`config.mk`:
```
export PLATFORM = sky130hd
export DESIGN_NAME = mail_block_pool_queue_top
export DESIGN_NICKNAME = d
export VERILOG_FILES = /design/src/rtl/core/mbpq_pkg.sv /design/src/rtl/core/mbpq_ctrl.sv /design/src/rtl/core/mbpq_dp.sv /design/src/rtl/core/mail_block_pool_queue_top.sv
export SDC_FILE = /design/constraint.sdc
export NUM_CORES = 1
export LEC_CHECK = 0
export BUFFER_PORTS_ARGS = -buffer_cell sky130_fd_sc_hd__buf_2
export CAP_MARGIN = 40
export CORE_MARGIN = 4
export CORE_UTILIZATION = 60
export CTS_CLUSTER_DIAMETER = 50
export CTS_CLUSTER_SIZE = 8
export DETAILED_ROUTE_END_ITERATION = 7
export PLACE_DENSITY = 0.79
export SYNTH_ARGS = -nofsm -noshare
export SYNTH_HDL_FRONTEND = slang
export SYNTH_SLANG_ARGS = --single-unit
export TNS_END_PERCENT = 20
```
`constraint.sdc`:
```
create_clock -name i_clk -period 6 [get_ports i_clk]
set_input_delay 0.3 -clock i_clk [delete_from_list [all_inputs] [get_ports i_clk]]
set_output_delay 0.3 -clock i_clk [all_outputs]
set_load 0.02 [all_outputs]
```
`src/rtl/core/mbpq_pkg.sv`:
```
// ============================================================================
// mbpq_pkg
// Shared constants, operation and status codes, and controller/datapath
// command and status types for the mailbox block pool queue.
// ============================================================================
package mbpq_pkg;

    // Pool geometry
    localparam int NUM_BLOCKS = 16;
    localparam int IDX_W      = $clog2(NUM_BLOCKS);       // block index
    localparam int LINK_W     = $clog2(NUM_BLOCKS + 1);   // index or null link
    localparam int CNT_W      = $clog2(NUM_BLOCKS + 1);   // mailbox fill count

    // Field widths
    localparam int FUNC_W     = 3;
    localparam int BLK_W      = 8;
    localparam int STATUS_W   = 3;
    localparam int OUT_IDX_W  = 4;
    localparam int ADDR_W     = 32;
    localparam int BSIZE_W    = 13;

    // Configuration port
    localparam int CFG_ADDR_W = 1;
    localparam int CFG_DATA_W = 32;
    localparam logic [CFG_ADDR_W-1:0] CFG_POOL_BASE   = 1'd0;
    localparam logic [CFG_ADDR_W-1:0] CFG_BLOCK_BYTES = 1'd1;
    localparam logic [BSIZE_W-1:0]    BLOCK_BYTES_RST = 13'd32;

    // Operation codes
    localparam logic [FUNC_W-1:0] FN_ALLOC  = 3'd0;
    localparam logic [FUNC_W-1:0] FN_ZALLOC = 3'd1;
    localparam logic [FUNC_W-1:0] FN_FREE   = 3'd2;
    localparam logic [FUNC_W-1:0] FN_PUT    = 3'd3;
    localparam logic [FUNC_W-1:0] FN_GET    = 3'd4;

    // Status codes
    localparam logic [STATUS_W-1:0] ST_OK        = 3'd0;
    localparam logic [STATUS_W-1:0] ST_NO_BLOCK  = 3'd1;
    localparam logic [STATUS_W-1:0] ST_BAD_BLOCK = 3'd2;
    localparam logic [STATUS_W-1:0] ST_MBX_FULL  = 3'd3;
    localparam logic [STATUS_W-1:0] ST_MBX_EMPTY = 3'd4;

    // Stream packing
    localparam int S_TDATA_W = 8;
    localparam int S_TUSER_W = 3;
    localparam int M_TDATA_W = 40;
    localparam int M_TUSER_W = 4;

    // Controller to datapath commands
    typedef struct packed {
        logic load;     // latch item and issue table/ring reads
        logic commit;   // apply operation and load the output register
    } t_dp_cmd;

    // Datapath to controller status
    typedef struct packed {
        logic out_full; // output register holds an item not yet taken
    } t_dp_stat;

endpackage

```
`src/rtl/core/mbpq_ctrl.sv`:
```
// ============================================================================
// mbpq_ctrl
// Two-state sequencer: accept an item, then commit it once the output
// register can take its result.
// ============================================================================
module mbpq_ctrl import mbpq_pkg::*; (
    input  logic     i_clk,
    input  logic     i_rst_n,
    input  logic     i_s_tvalid,
    output logic     o_s_tready,
    input  logic     i_m_tready,
    input  t_dp_stat i_stat,
    output t_dp_cmd  o_cmd
);

    localparam logic S_IDLE = 1'b0;
    localparam logic S_EXEC = 1'b1;

    logic r_state;
    logic n_state;

    // Ready only between items; reads go out on acceptance
    assign o_s_tready   = (r_state == S_IDLE);
    assign o_cmd.load   = o_s_tready && i_s_tvalid;
    assign o_cmd.commit = (r_state == S_EXEC) && (!i_stat.out_full || i_m_tready);

    // Next state
    always_comb begin
        n_state = r_state;
        unique case (r_state)
            S_IDLE: begin
                if (o_cmd.load) begin
                    n_state = S_EXEC;
                end
            end
            S_EXEC: begin
                if (o_cmd.commit) begin
                    n_state = S_IDLE;
                end
            end
            default: n_state = S_IDLE;
        endcase
    end

    // State register
    always_ff @(posedge i_clk) begin
        if (!i_rst_n) begin
            r_state <= S_IDLE;
        end else begin
            r_state <= n_state;
        end
    end

    // An accepted item always moves to execution
    a_load_exec: assert property (@(posedge i_clk) disable iff (!i_rst_n)
        o_cmd.load |=> (r_state == S_EXEC))
        else $error("accepted item did not enter execution");

    // Commit never overwrites a result still waiting downstream
    a_commit_free: assert property (@(posedge i_clk) disable iff (!i_rst_n)
        o_cmd.commit |-> (!i_stat.out_full || i_m_tready))
        else $error("commit while output register blocked");

    // No new item is taken while one is executing
    a_no_load_exec: assert property (@(posedge i_clk) disable iff (!i_rst_n)
        (r_state == S_EXEC) |-> !o_cmd.load)
        else $error("item accepted during execution");

endmodule

```
`src/rtl/core/mbpq_dp.sv`:
```
// ============================================================================
// mbpq_dp
// Datapath: configuration registers, free-list link table, mailbox ring,
// pointers, address computation and the output register.
// ============================================================================
module mbpq_dp import mbpq_pkg::*; (
    input  logic                  i_clk,
    input  logic                  i_rst_n,
    input  logic                  i_cfg_we,
    input  logic [CFG_ADDR_W-1:0] i_cfg_addr,
    input  logic [CFG_DATA_W-1:0] i_cfg_wdata,
    input  logic [FUNC_W-1:0]     i_func,
    input  logic [BLK_W-1:0]      i_blk,
    input  t_dp_cmd               i_cmd,
    output t_dp_stat              o_stat,
    input  logic                  i_m_tready,
    output logic                  o_m_tvalid,
    output logic [STATUS_W-1:0]   o_status,
    output logic [OUT_IDX_W-1:0]  o_out_index,
    output logic [ADDR_W-1:0]     o_out_address,
    output logic                  o_zero_fill
);

    // Configuration
    logic [ADDR_W-1:0]  r_pool_base;
    logic [BSIZE_W-1:0] r_block_bytes;

    // Latched item
    logic [FUNC_W-1:0]  r_func;
    logic [BLK_W-1:0]   r_blk;

    // Pool and mailbox state
    logic [LINK_W-1:0]     r_free_head;
    logic [IDX_W-1:0]      r_put_pos;
    logic [IDX_W-1:0]      r_get_pos;
    logic [CNT_W-1:0]      r_mail_count;
    logic [NUM_BLOCKS-1:0] r_link_vld;

    // Memories with registered reads
    logic [LINK_W-1:0] link_mem [NUM_BLOCKS];
    logic [IDX_W-1:0]  ring_mem [NUM_BLOCKS];
    logic [LINK_W-1:0] r_link_q;
    logic              r_link_q_vld;
    logic [IDX_W-1:0]  r_ring_q;

    // Output register
    logic                 r_out_valid;
    logic [STATUS_W-1:0]  r_status;
    logic [OUT_IDX_W-1:0] r_out_index;
    logic [ADDR_W-1:0]    r_out_address;
    logic                 r_zero_fill;

    // Operation results
    logic [STATUS_W-1:0]  res_status;
    logic [IDX_W-1:0]     res_idx;
    logic                 res_valid;
    logic                 res_fill;
    logic                 link_we;
    logic                 ring_we;
    logic [LINK_W-1:0]    n_free_head;
    logic [IDX_W-1:0]     n_put_pos;
    logic [IDX_W-1:0]     n_get_pos;
    logic [CNT_W-1:0]     n_mail_count;
    logic [LINK_W-1:0]    head_link;
    logic                 blk_ok;
    logic                 head_null;
    logic                 mbx_full;
    logic                 mbx_empty;
    logic [IDX_W+BSIZE_W-1:0] offset;
    logic [ADDR_W-1:0]    res_addr;

    // Never-written link entries read as their reset chain value
    assign head_link = r_link_q_vld ? r_link_q : (r_free_head + LINK_W'(1));
    assign blk_ok    = ({1'b0, r_blk} < (BLK_W+1)'(NUM_BLOCKS));
    assign head_null = (r_free_head >= LINK_W'(NUM_BLOCKS));
    assign mbx_full  = (r_mail_count >= CNT_W'(NUM_BLOCKS));
    assign mbx_empty = (r_mail_count == '0);

    // Decode operation
    always_comb begin
        res_status   = ST_OK;
        res_idx      = '0;
        res_valid    = 1'b0;
        res_fill     = 1'b0;
        link_we      = 1'b0;
        ring_we      = 1'b0;
        n_free_head  = r_free_head;
        n_put_pos    = r_put_pos;
        n_get_pos    = r_get_pos;
        n_mail_count = r_mail_count;
        unique case (r_func)
            FN_ALLOC, FN_ZALLOC: begin
                if (head_null) begin
                    res_status = ST_NO_BLOCK;
                end else begin
                    res_idx     = r_free_head[IDX_W-1:0];
                    res_valid   = 1'b1;
                    res_fill    = (r_func == FN_ZALLOC);
                    n_free_head = head_link;
                end
            end
            FN_FREE: begin
                if (!blk_ok) begin
                    res_status = ST_BAD_BLOCK;
                end else begin
                    link_we     = 1'b1;
                    n_free_head = LINK_W'(r_blk);
                end
            end
            FN_PUT: begin
                if (!blk_ok) begin
                    res_status = ST_BAD_BLOCK;
                end else if (mbx_full) begin
                    res_status = ST_MBX_FULL;
                end else begin
                    ring_we      = 1'b1;
                    n_put_pos    = (r_put_pos == IDX_W'(NUM_BLOCKS - 1)) ? '0
                                 : r_put_pos + IDX_W'(1);
                    n_mail_count = r_mail_count + CNT_W'(1);
                end
            end
            FN_GET: begin
                if (mbx_empty) begin
                    res_status = ST_MBX_EMPTY;
                end else begin
                    res_idx      = r_ring_q;
                    res_valid    = 1'b1;
                    n_get_pos    = (r_get_pos == IDX_W'(NUM_BLOCKS - 1)) ? '0
                                 : r_get_pos + IDX_W'(1);
                    n_mail_count = r_mail_count - CNT_W'(1);
                end
            end
            default: res_status = ST_BAD_BLOCK;
        endcase
    end

    // Block address: base plus index times size, wrapping at 32 bits
    assign offset   = res_idx * r_block_bytes;
    assign res_addr = r_pool_base + ADDR_W'(offset);

    // Configuration writes
    always_ff @(posedge i_clk) begin
        if (!i_rst_n) begin
            r_pool_base   <= '0;
            r_block_bytes <= BLOCK_BYTES_RST;
        end else if (i_cfg_we) begin
            unique case (i_cfg_addr)
                CFG_POOL_BASE:   r_pool_base   <= i_cfg_wdata;
                CFG_BLOCK_BYTES: r_block_bytes <= i_cfg_wdata[BSIZE_W-1:0];
                default: ;
            endcase
        end
    end

    // Latch item and read link table and ring on acceptance
    always_ff @(posedge i_clk) begin
        if (i_cmd.load) begin
            r_func       <= i_func;
            r_blk        <= i_blk;
            r_link_q     <= link_mem[r_free_head[IDX_W-1:0]];
            r_link_q_vld <= r_link_vld[r_free_head[IDX_W-1:0]];
            r_ring_q     <= ring_mem[r_get_pos];
        end
    end

    // Memory writes on commit
    always_ff @(posedge i_clk) begin
        if (i_cmd.commit && link_we) begin
            link_mem[r_blk[IDX_W-1:0]] <= r_free_head;
        end
        if (i_cmd.commit && ring_we) begin
            ring_mem[r_put_pos] <= r_blk[IDX_W-1:0];
        end
    end

    // Pool and mailbox state
    always_ff @(posedge i_clk) begin
        if (!i_rst_n) begin
            r_free_head  <= '0;
            r_put_pos    <= '0;
            r_get_pos    <= '0;
            r_mail_count <= '0;
            r_link_vld   <= '0;
        end else if (i_cmd.commit) begin
            r_free_head  <= n_free_head;
            r_put_pos    <= n_put_pos;
            r_get_pos    <= n_get_pos;
            r_mail_count <= n_mail_count;
            if (link_we) begin
                r_link_vld[r_blk[IDX_W-1:0]] <= 1'b1;
            end
        end
    end

    // Output valid: set on commit, drop when taken
    always_ff @(posedge i_clk) begin
        if (!i_rst_n) begin
            r_out_valid <= 1'b0;
        end else if (i_cmd.commit) begin
            r_out_valid <= 1'b1;
        end else if (i_m_tready) begin
            r_out_valid <= 1'b0;
        end
    end

    // Output payload
    always_ff @(posedge i_clk) begin
        if (i_cmd.commit) begin
            r_status      <= res_status;
            r_out_index   <= res_valid ? OUT_IDX_W'(res_idx) : '0;
            r_out_address <= res_valid ? res_addr : '0;
            r_zero_fill   <= res_fill;
        end
    end

    assign o_stat.out_full = r_out_valid;
    assign o_m_tvalid      = r_out_valid;
    assign o_status        = r_status;
    assign o_out_index     = r_out_index;
    assign o_out_address   = r_out_address;
    assign o_zero_fill     = r_zero_fill;

    // Mailbox count never exceeds the ring depth
    a_count_bound: assert property (@(posedge i_clk) disable iff (!i_rst_n)
        r_mail_count <= CNT_W'(NUM_BLOCKS))
        else $error("mailbox count overflow");

    // Ring pointers stay consistent with the fill count
    a_ring_ptrs: assert property (@(posedge i_clk) disable iff (!i_rst_n)
        IDX_W'(r_get_pos + r_mail_count[IDX_W-1:0]) == r_put_pos)
        else $error("ring pointers disagree with count");

    // Free head is a block or the null link
    a_head_bound: assert property (@(posedge i_clk) disable iff (!i_rst_n)
        r_free_head <= LINK_W'(NUM_BLOCKS))
        else $error("free head out of range");

    // Zero-fill only on a successful allocation
    a_fill_ok: assert property (@(posedge i_clk) disable iff (!i_rst_n)
        (r_out_valid && r_zero_fill) |-> (r_status == ST_OK))
        else $error("zero fill flagged on failed operation");

endmodule

```
`src/rtl/core/mail_block_pool_queue_top.sv`:
```
// ============================================================================
// mail_block_pool_queue_top
// Fixed-size block pool on a linked free list with a mailbox ring of indices.
// ============================================================================
// Each item is accepted, then committed. Acceptance issues registered reads
// of the link table (at the free-list head) and of the mailbox ring (at the
// get position); the commit, which waits while a result is held downstream,
// applies the operation and loads the output register. No new item is
// accepted before the last one commits; a result that waits downstream holds
// back only the commit of the following item, not its acceptance. The link
// table resets to the chain 0..N-1 through per-entry valid bits, so no
// clearing pass is needed. Configuration is taken in any cycle on the write port.
module mail_block_pool_queue_top import mbpq_pkg::*; (
    input  logic                  i_clk,
    input  logic                  i_rst_n,
    // Configuration
    input  logic                  i_cfg_we,
    input  logic [CFG_ADDR_W-1:0] i_cfg_addr,
    input  logic [CFG_DATA_W-1:0] i_cfg_wdata,
    // Input items
    input  logic                  i_s_tvalid,
    output logic                  o_s_tready,
    input  logic [S_TDATA_W-1:0]  i_s_tdata,   // [7:0] block_index
    input  logic [S_TUSER_W-1:0]  i_s_tuser,   // [2:0] func
    // Result items
    output logic                  o_m_tvalid,
    input  logic                  i_m_tready,
    output logic [M_TDATA_W-1:0]  o_m_tdata,   // [3:0] out_index, [35:4] out_address
    output logic [M_TUSER_W-1:0]  o_m_tuser    // [2:0] status, [3] zero_fill
);

    t_dp_cmd              cmd;
    t_dp_stat             stat;
    logic [STATUS_W-1:0]  status;
    logic [OUT_IDX_W-1:0] out_index;
    logic [ADDR_W-1:0]    out_address;
    logic                 zero_fill;

    // Sequencer
    mbpq_ctrl u_ctrl (
        .i_clk      (i_clk),
        .i_rst_n    (i_rst_n),
        .i_s_tvalid (i_s_tvalid),
        .o_s_tready (o_s_tready),
        .i_m_tready (i_m_tready),
        .i_stat     (stat),
        .o_cmd      (cmd)
    );

    // Datapath
    mbpq_dp u_dp (
        .i_clk         (i_clk),
        .i_rst_n       (i_rst_n),
        .i_cfg_we      (i_cfg_we),
        .i_cfg_addr    (i_cfg_addr),
        .i_cfg_wdata   (i_cfg_wdata),
        .i_func        (i_s_tuser),
        .i_blk         (i_s_tdata),
        .i_cmd         (cmd),
        .o_stat        (stat),
        .i_m_tready    (i_m_tready),
        .o_m_tvalid    (o_m_tvalid),
        .o_status      (status),
        .o_out_index   (out_index),
        .o_out_address (out_address),
        .o_zero_fill   (zero_fill)
    );

    // Pack result fields
    assign o_m_tdata = {4'b0000, out_address, out_index};
    assign o_m_tuser = {zero_fill, status};

endmodule
```
==> summary.md, run 1 <==
| Metric | Value |
|---|---|
| Status | finished, final reports clean |
| Cells after DPL | approximately 1400 |
| Layout Nets | roughly 1300 |
| Post-route clock period utilization | between 90% and 100% |
| Max Clk Rate | ~180 MHz |
| Comb pwr share | ~4.8% |
| HPWL after detailed placement | ~19000 um |
| # setup viols final | 0 |
| Min cycle time layout | around 5.6 ns |
| Ant diodes | 0 |
| Clock share of power | around 47% |
| Root Driver | clkbuf_16 |
| Synth Register Bits | roughly 290 |
| P&R area growth vs syn | 16.24% |
| Pwr/cell area | 291.7 mW/mm^2 |
| Critical path's largest stage delay | 0.57 ns |
| Largest net degree at the start of global routing | 62 |
| CP startpoint | u_dp.r_mail_count[0] |
| Gr ovfl total | 0 |
| Max IR drop VDD | 0.3020 mV |
| Footprint of the multi-input gates | 0.005345 mm^2 |
| CTS buffer count | 42 |
| Port bufs | 90 |
| CTS tree | built |
| Leakage | around 5.7 nW |
| Wire length per cell | between 15 and 20 um |
| Number of global-route vias before repair | 9019 |
| Post-synthesis sequential area ratio | between 50% and 60% |
| Net Sw Frac | 22.06% |
| Worst hold start | i_cfg_wdata[28] |
| Final GP Congestion | between 0.8 and 0.9 |
| Antenna violations before repair | 0 |
| Crit-path slowest cell | or4_4 |
| Most numerous cell in the Yosys netlist | edfxtp_1 |
| Max Cap Viol | 0 |
| Clock Skew | around 0.028 ns |
| Clock-pin transition on the worst setup and hold timing paths | around 0.05 ns |
| Fillers | around 1500 |
| Pwr Total | 4.598 mW |
| Final instance area | 0.01576 mm^2 |
| Mapped Area | approximately 0.014 mm^2 |
| Max-slew violation count | 0 |
| FF+latch area | 0.007779 mm^2 |
| Synth top area share | around 45% |
| Clock buffer depth | 3 |
| Initial drt markers | 713 |
| Via density per instance | between 5 and 6 |
| Setup TNS | 0 ns |
| Fin util | between 70% and 80% |
| CP endpoint kind | register |
| Worst Path Required | 6.38 ns |
| Worst path cell trace | or4_4, o21a_4, a22o_1, and2_1, fa_1, fa_1, inv_1, fa_1, inv_1, ha_1, o211ai_1, a32oi_1, a21oi_1, o311a_1, or4_1, a21oi_1 |
| Clock sinks | between 200 and 300 |
| Non-filler instance count after layout | 1517 |
| Avg Synthesized Cell Area | 12.50 um^2 |
| I/O pins | 95 |
| RSZ-0062 raised after global routing | no |
| Startpoint types | register |
| Detail Route Antenna Nets | 0 |
| Die Area | ~0.025 mm^2 |
| Hold crit path type | in -> reg |
| FP Rows | 54 |
| Synth warn | 0 |
| CORE AREA | ~0.022 mm^2 |
| Ranking of synthesized cells by area | edfxtp_1 45%, dfxtp_1 12%, mux4_2 8.3%, fa_1 5.5%, nand2_1 4.3% |
| Actual slew at the worst max-slew pin | 0.9356 ns |
| H-Tree Depth | 2 |
| Die Height | approximately 160 um |
| Mapped Cells | approximately 1100 |
| CP Class | reg -> reg |
| Routed WL | between 20000 and 30000 um |
| Async SR Flop Fraction | 0% |
| Initial Util | about three fifths |
| Number of enable flip-flop cells after synthesis | 205 |
| Most instantiated cells after synthesis | 205 x edfxtp_1, 156 x nand2_1, 81 x dfxtp_1 |
| Drt drc | 0 |
| Share of cells above drive strength 1 | 17.30% |
| Sequential share of power | a little under half |
| Clock latency on the worst-skew pair | 0.54 ns |
| PostCTS Resize Cnt | 0 |
| Critical Path Most Common Cell | fa_1 |
| Total track usage | approximately a quarter |
| Int Pwr | between 3 and 4 mW |
| Distinct cells, synth | 55 |
| Critical path data arrival time | ~6.0 ns |
| Cell Area, Placed | about 0.014 mm^2 |
| Die X | 158.3 um |
| Top_reg_cell synth | edfxtp_1 |
| Fin. Hold Viols | 0 |
| Slew headroom | around 38% |
| CP max FO | 14 |
| Sw power | 1.014 mW |
| Synth area leader | edfxtp_1 |
| Drt first pass iters | 5 |
| Vias | a little under 9000 |
| Worst reg2reg path startpoint | u_dp.r_mail_count[0] |
| Global-route wire length before repair | 47600 um |
## power groups by stage
stage,Combinational [mW],Clock [mW],Sequential [mW]
finish,0.222,2.17,2.20
global route,0.244,2.31,2.20
CTS,0.223,2.21,2.20
detailed placement,0.210,0,2.24
global placement,0.201,0,2.24
floorplan,0.114,0,2.25
## worst paths after layout
| check | end | slack, ns | cells after the start |
|---|---|---|---|
| worst min register to register | u_dp.r_pool_base[7] | 0.45 | 2 |
| worst min-delay path | u_dp.r_pool_base[28] | 0.02 | 3 |
| worst max-delay path | u_dp.o_out_address[28] | 0.37 | 16 |
| worst max register to register | u_dp.o_out_address[28] | 0.37 | 16 |
## flip-flops by register name, summed over array words and instances, names as in the netlist, 4 cells and up
| register | count |
|---|---|
| u_dp.r_ring_q | 4 |
| u_dp.o_out_address | 32 |
| u_dp.r_put_pos | 4 |
| u_dp.link_mem | 80 |
| u_dp.r_mail_count | 5 |
| u_dp.ring_mem | 64 |
| u_dp.r_get_pos | 4 |
| u_dp.r_block_bytes | 13 |
| u_dp.r_pool_base | 32 |
| u_dp.r_link_vld | 16 |
| u_dp.r_link_q | 5 |
| u_dp.r_blk | 8 |
| u_dp.r_free_head | 5 |
| u_dp.o_out_index | 4 |
## stage by stage
stage	hold slack [ns]	setup WS (ns)
after floorplan	0.3989	0.7860
after global placement	0.4424	0.5911
after detailed placement	0.4478	0.4335
after CTS	0.0002178	0.3947
after global routing	0.01647	0.06277
final	0.01690	0.3674
## area by class of cell
type / count / share of cell area [%]
Timing Repair Buffer: 131 / 5.254
Multi-Input combinational cell: 687 / 33.91
Clock inverter: 4 / 0.3969
Tap cell: 280 / 2.222
Inverter: 58 / 1.381
Clock buffer: 71 / 7.493
Sequential cell: 286 / 49.35
## layout by cell type, fill, tap and decap left out, types with 36 or more instances in the layout
cell / count
nand2_1: 156
buf_2: 92
fa_1: 37
a21oi_1: 79
dfxtp_1: 80
ha_1: 36
nor2_1: 64
and2_1: 46
edfxtp_1: 205
inv_1: 56
mux4_2: 50
clkbuf_16: 43
## logic make-up after synthesis
| group | after synthesis | synth area share (%) |
|---|---|---|
| simple gates | 351 | 12.06 |
| flops | 286 | 57.35 |
| compound gates | 175 | 7.824 |
| buf+inv | 115 | 3.358 |
| fa+ha+maj | 73 | 8.783 |
| mux | 61 | 9.115 |
| xor+xnor | 23 | 1.485 |
| other cells | 1 | 0.02765 |
## repair_timing
item                                   in CTS  in global routing
setup endpoints to repair                   0                  0
endpoints found under the hold margin      25                  0
hold buffers                               24                  0
buffers inserted                            0                  0
## worst max-delay path, delay by kind of cell, from the launching register on
family | cells | cell delay [ns]
buffers and inverters | 2 | 0.10
and+or+nand+nor | 3 | 1.38
AOI/OAI and AO/OA | 7 | 1.68
adders and majority gates | 4 | 1.94
DFF | 1 | 0.36
## metal layers
layer | global-route usage [%] | wire length, um | vias to the layer above
li1 | - | - | 4147
met1 | 31.57 | 11790 | 4378
met2 | 41.82 | 15080 | 322
met3 | 4.621 | 1895 | 51
met4 | 8.408 | 764 | 0
met5 | 0 | 0 | -
No activity file was read; power rests on OpenSTA's default activity.
==> run 2: changes to the inputs <==
--- a/config.mk
+++ b/config.mk
@@ -5,6 +5,7 @@
 export SDC_FILE = /design/constraint.sdc
 export NUM_CORES = 1
 export LEC_CHECK = 0
+export ABC_AREA = 1
 export BUFFER_PORTS_ARGS = -buffer_cell sky130_fd_sc_hd__buf_2
 export CAP_MARGIN = 40
 export CORE_MARGIN = 4
==> run 2 against run 1 <==
- first-iteration DRC count grew 37%
- non-clock buffer count shrank 14
- largest cell class unchanged
- clock skew rose by 0.0012 ns
==> summary.md, run 2 <==
| Metric | Value |
|---|---|
| Post-synthesis sequential area ratio | around 55% |
| Most instantiated cells after synthesis | 288 x nor2_1, 254 x nand2_1, 205 x edfxtp_1 |
| Min cycle time layout | ~4.9 ns |
| Synth warn | 0 |
| Initial Util | 61.60% |
| Initial drt markers | 975 |
| Total track usage | between 20 and 30% |
| Place WS | 1.134 ns |
| Drt drc | 0 |
| CORE AREA | between 0.02 and 0.025 mm^2 |
| Mapped Cells | 1531 |
| CTS Hold Buffers Added | 14 |
| I/O pins | 95 |
| CP max FO | 10 |
| Largest net degree at the start of global routing | 70 |
| Worst Path Required | about 6.3 ns |
| Cell Area, Placed | 0.01489 mm^2 |
| PostCTS Resize Cnt | 0 |
| R2R depth | 22 |
| Status | finished, final reports clean |
| Top sig layer | met4 |
| Fin. Hold Viols | 0 |
| Most numerous cell in the Yosys netlist | nor2_1 |
| FP Rows | 55 |
| Antenna violations before repair | 0 |
| Post-route clock period utilization | about four fifths |
| Slew headroom | 41.20% |
| WHS | 0.01537 ns |
| Clock buffer depth | 3 |
| Critical path's largest stage delay | roughly 0.55 ns |
| Port bufs | 90 |
| Detail Route met2 WL | 16910 um |
| Number of global-route vias before repair | 10900 |
| Setup bufs post-CTS | 0 |
| Synth Register Bits | between 200 and 300 |
| Die X | about 160 um |
| Startpoint types | register |
| Max-slew violation count | 0 |
| Max FFs per register | 80 |
| Non-filler instance count after layout | 1987 |
| Pwr/cell area | 290.4 mW/mm^2 |
| Distinct cells, synth | 38 |
| Clock Skew | ~0.030 ns |
| RSZ-0062 raised after global routing | no |
| Final instance area | approximately 0.016 mm^2 |
| Layout Nets | roughly 1800 |
| Top_reg_cell synth | edfxtp_1 |
| Wire length per cell | ~17 um |
| CTS tree | built |
| Routed WL | ~33000 um |
| Clock sinks | roughly 290 |
| Max Cap Viol | 0 |
| Hold path depth | 3 |
| Critical path data arrival time | about 5.2 ns |
| Root Driver | clkbuf_16 |
| Global-route wire length before repair | 53500 um |
| HPWL after detailed placement | 22300 um |
| Cells after DPL | 1897 |
| CP Class | reg -> reg |
| Ranking of synthesized cells by area | edfxtp_1 44%, dfxtp_1 11%, nor2_1 7.7%, nand2_1 6.8%, inv_1 5.3% |
| Synth top area share | 43.61% |
| Mapped Area | around 0.014 mm^2 |
| Most frequent cells in the layout | 287 x nor2_1, 254 x nand2_1, 205 x edfxtp_1 |
| Routed met3 length | roughly 2400 um |
| Clock-pin transition on the worst setup and hold timing paths | 0.05 ns |
| Critical Path Most Common Cell | nand2_1 |
| Vias | 11010 |
| P&R area growth vs syn | 15.45% |
| Fin util | a little under three quarters |
| Clock latency on the worst-skew pair | 0.54 ns |
| Pwr Total | 4.733 mW |
| Hold crit path type | in -> reg |
| Share of cells above drive strength 1 | approximately a tenth |
| Die Height | around 160 um |
| Final GP Congestion | 0.9464 |
| Final worst slack | about 1.1 ns |
| Async SR Flop Fraction | 0% |
| Synth area leader | edfxtp_1 |
| Drt first pass iters | 6 |
| Setup TNS | 0 ns |
| WL met1 | about 13000 um |
| Avg Synthesized Cell Area | roughly 9.2 um^2 |
| CTS buffer count | 42 |
| Ant diodes | 0 |
| # setup viols final | 0 |
| H-Tree Depth | 2 |
| Number of enable flip-flop cells after synthesis | between 200 and 250 |
| Detail Route Antenna Nets | 0 |
| Worst path cell trace | nor3_4, nand2_2, inv_1, nand2_1, nand2_1, inv_2, nor2_1, fa_1, fa_1, inv_1, fa_1, inv_1, ha_1, nand2_1, inv_1, nand3_1, nand2_1, nand2_1, nand2_1, nand2_1, a21oi_1, nor2_1 |
| Die Area | roughly 0.026 mm^2 |
| Leakage | slightly below 7 nW |
| Max Clk Rate | 204.2 MHz |
| Gr ovfl total | 0 |
| Actual slew at the worst max-slew pin | 0.8820 ns |
| Commonest non-fill, non-tap cell in the layout | nor2_1 |
| Via density per instance | approximately 5.5 |
| Max IR drop VDD | 0.4178 mV |
| CP endpoint kind | register |
| Crit-path slowest cell | fa_1 |
## run 2: changes by cell type in the layout (fill, tap and decap cells not counted), moves of 10 or more
| cell | before | now |
|---|---|---|
| nor2_1 | 64 | 287 |
| nand2b_1 | 11 | 0 |
| nand2_1 | 156 | 254 |
| and2_1 | 46 | 1 |
| nand3_1 | 18 | 52 |
| xnor2_1 | 14 | 1 |
| mux4_2 | 50 | 0 |
| o21ai_0 | 29 | 147 |
| mux2i_1 | 11 | 0 |
| inv_1 | 56 | 198 |
| dlygate4sd3_1 | 24 | 14 |
| o221ai_1 | 0 | 11 |
| o22ai_1 | 0 | 13 |
## run 2: worst paths after layout
check,slack [ns],endpoint,start
max,1.10,u_dp.o_out_address[27],u_dp.r_func[1]
min,0.02,u_dp.r_pool_base[21],i_cfg_wdata[21]
max reg2reg,1.10,u_dp.o_out_address[27],u_dp.r_func[1]
min reg2reg,0.46,u_dp.r_link_vld[1],u_dp.r_link_vld[1]
## run 2: report_power, final
part           internal [mW]  total [mW]  switching, mW
combinational         0.0981       0.314          0.216
clock                   1.36        2.20          0.840
sequential              2.18        2.21         0.0386
total                   3.64        4.73           1.09
## run 2: cell families after synthesis
logic type                 after synthesis  share of synthesized area [%]
other                                    1                        0.02657
xor gates and xnor gates                 7                         0.4343
buffers and inverters                  256                          7.011
DFF                                    286                          55.10
adders and majority gates               73                          8.438
and+or+nand+nor                        619                          17.51
AOI/OAI and AO/OA                      289                          11.48
## run 2: metal layers
layer	vias to the layer above	global-route usage (%)
met5	-	0
met4	0	8.647
met3	79	4.516
met2	413	45.51
met1	5225	31.49
li1	5294	-
## run 2: area by class of cell
class	instances	area [um^2]
clock buffer	73	1209
clock inverter	3	57.56
fill	1692	6619
inverter	203	762.0
multi-input combinational	992	5363
sequential	286	7779
tap	313	391.6
timing repair buffer	117	735.7
## run 2: critical path: cells and delay by family, from the launching register on
kind                       cells  cell delay (ns)
and+or+nand+nor               12             1.77
buffers and inverters          5             0.40
adders and majority gates      4             1.82
AOI/OAI and AO/OA              1             0.15
DFF                            1             0.48
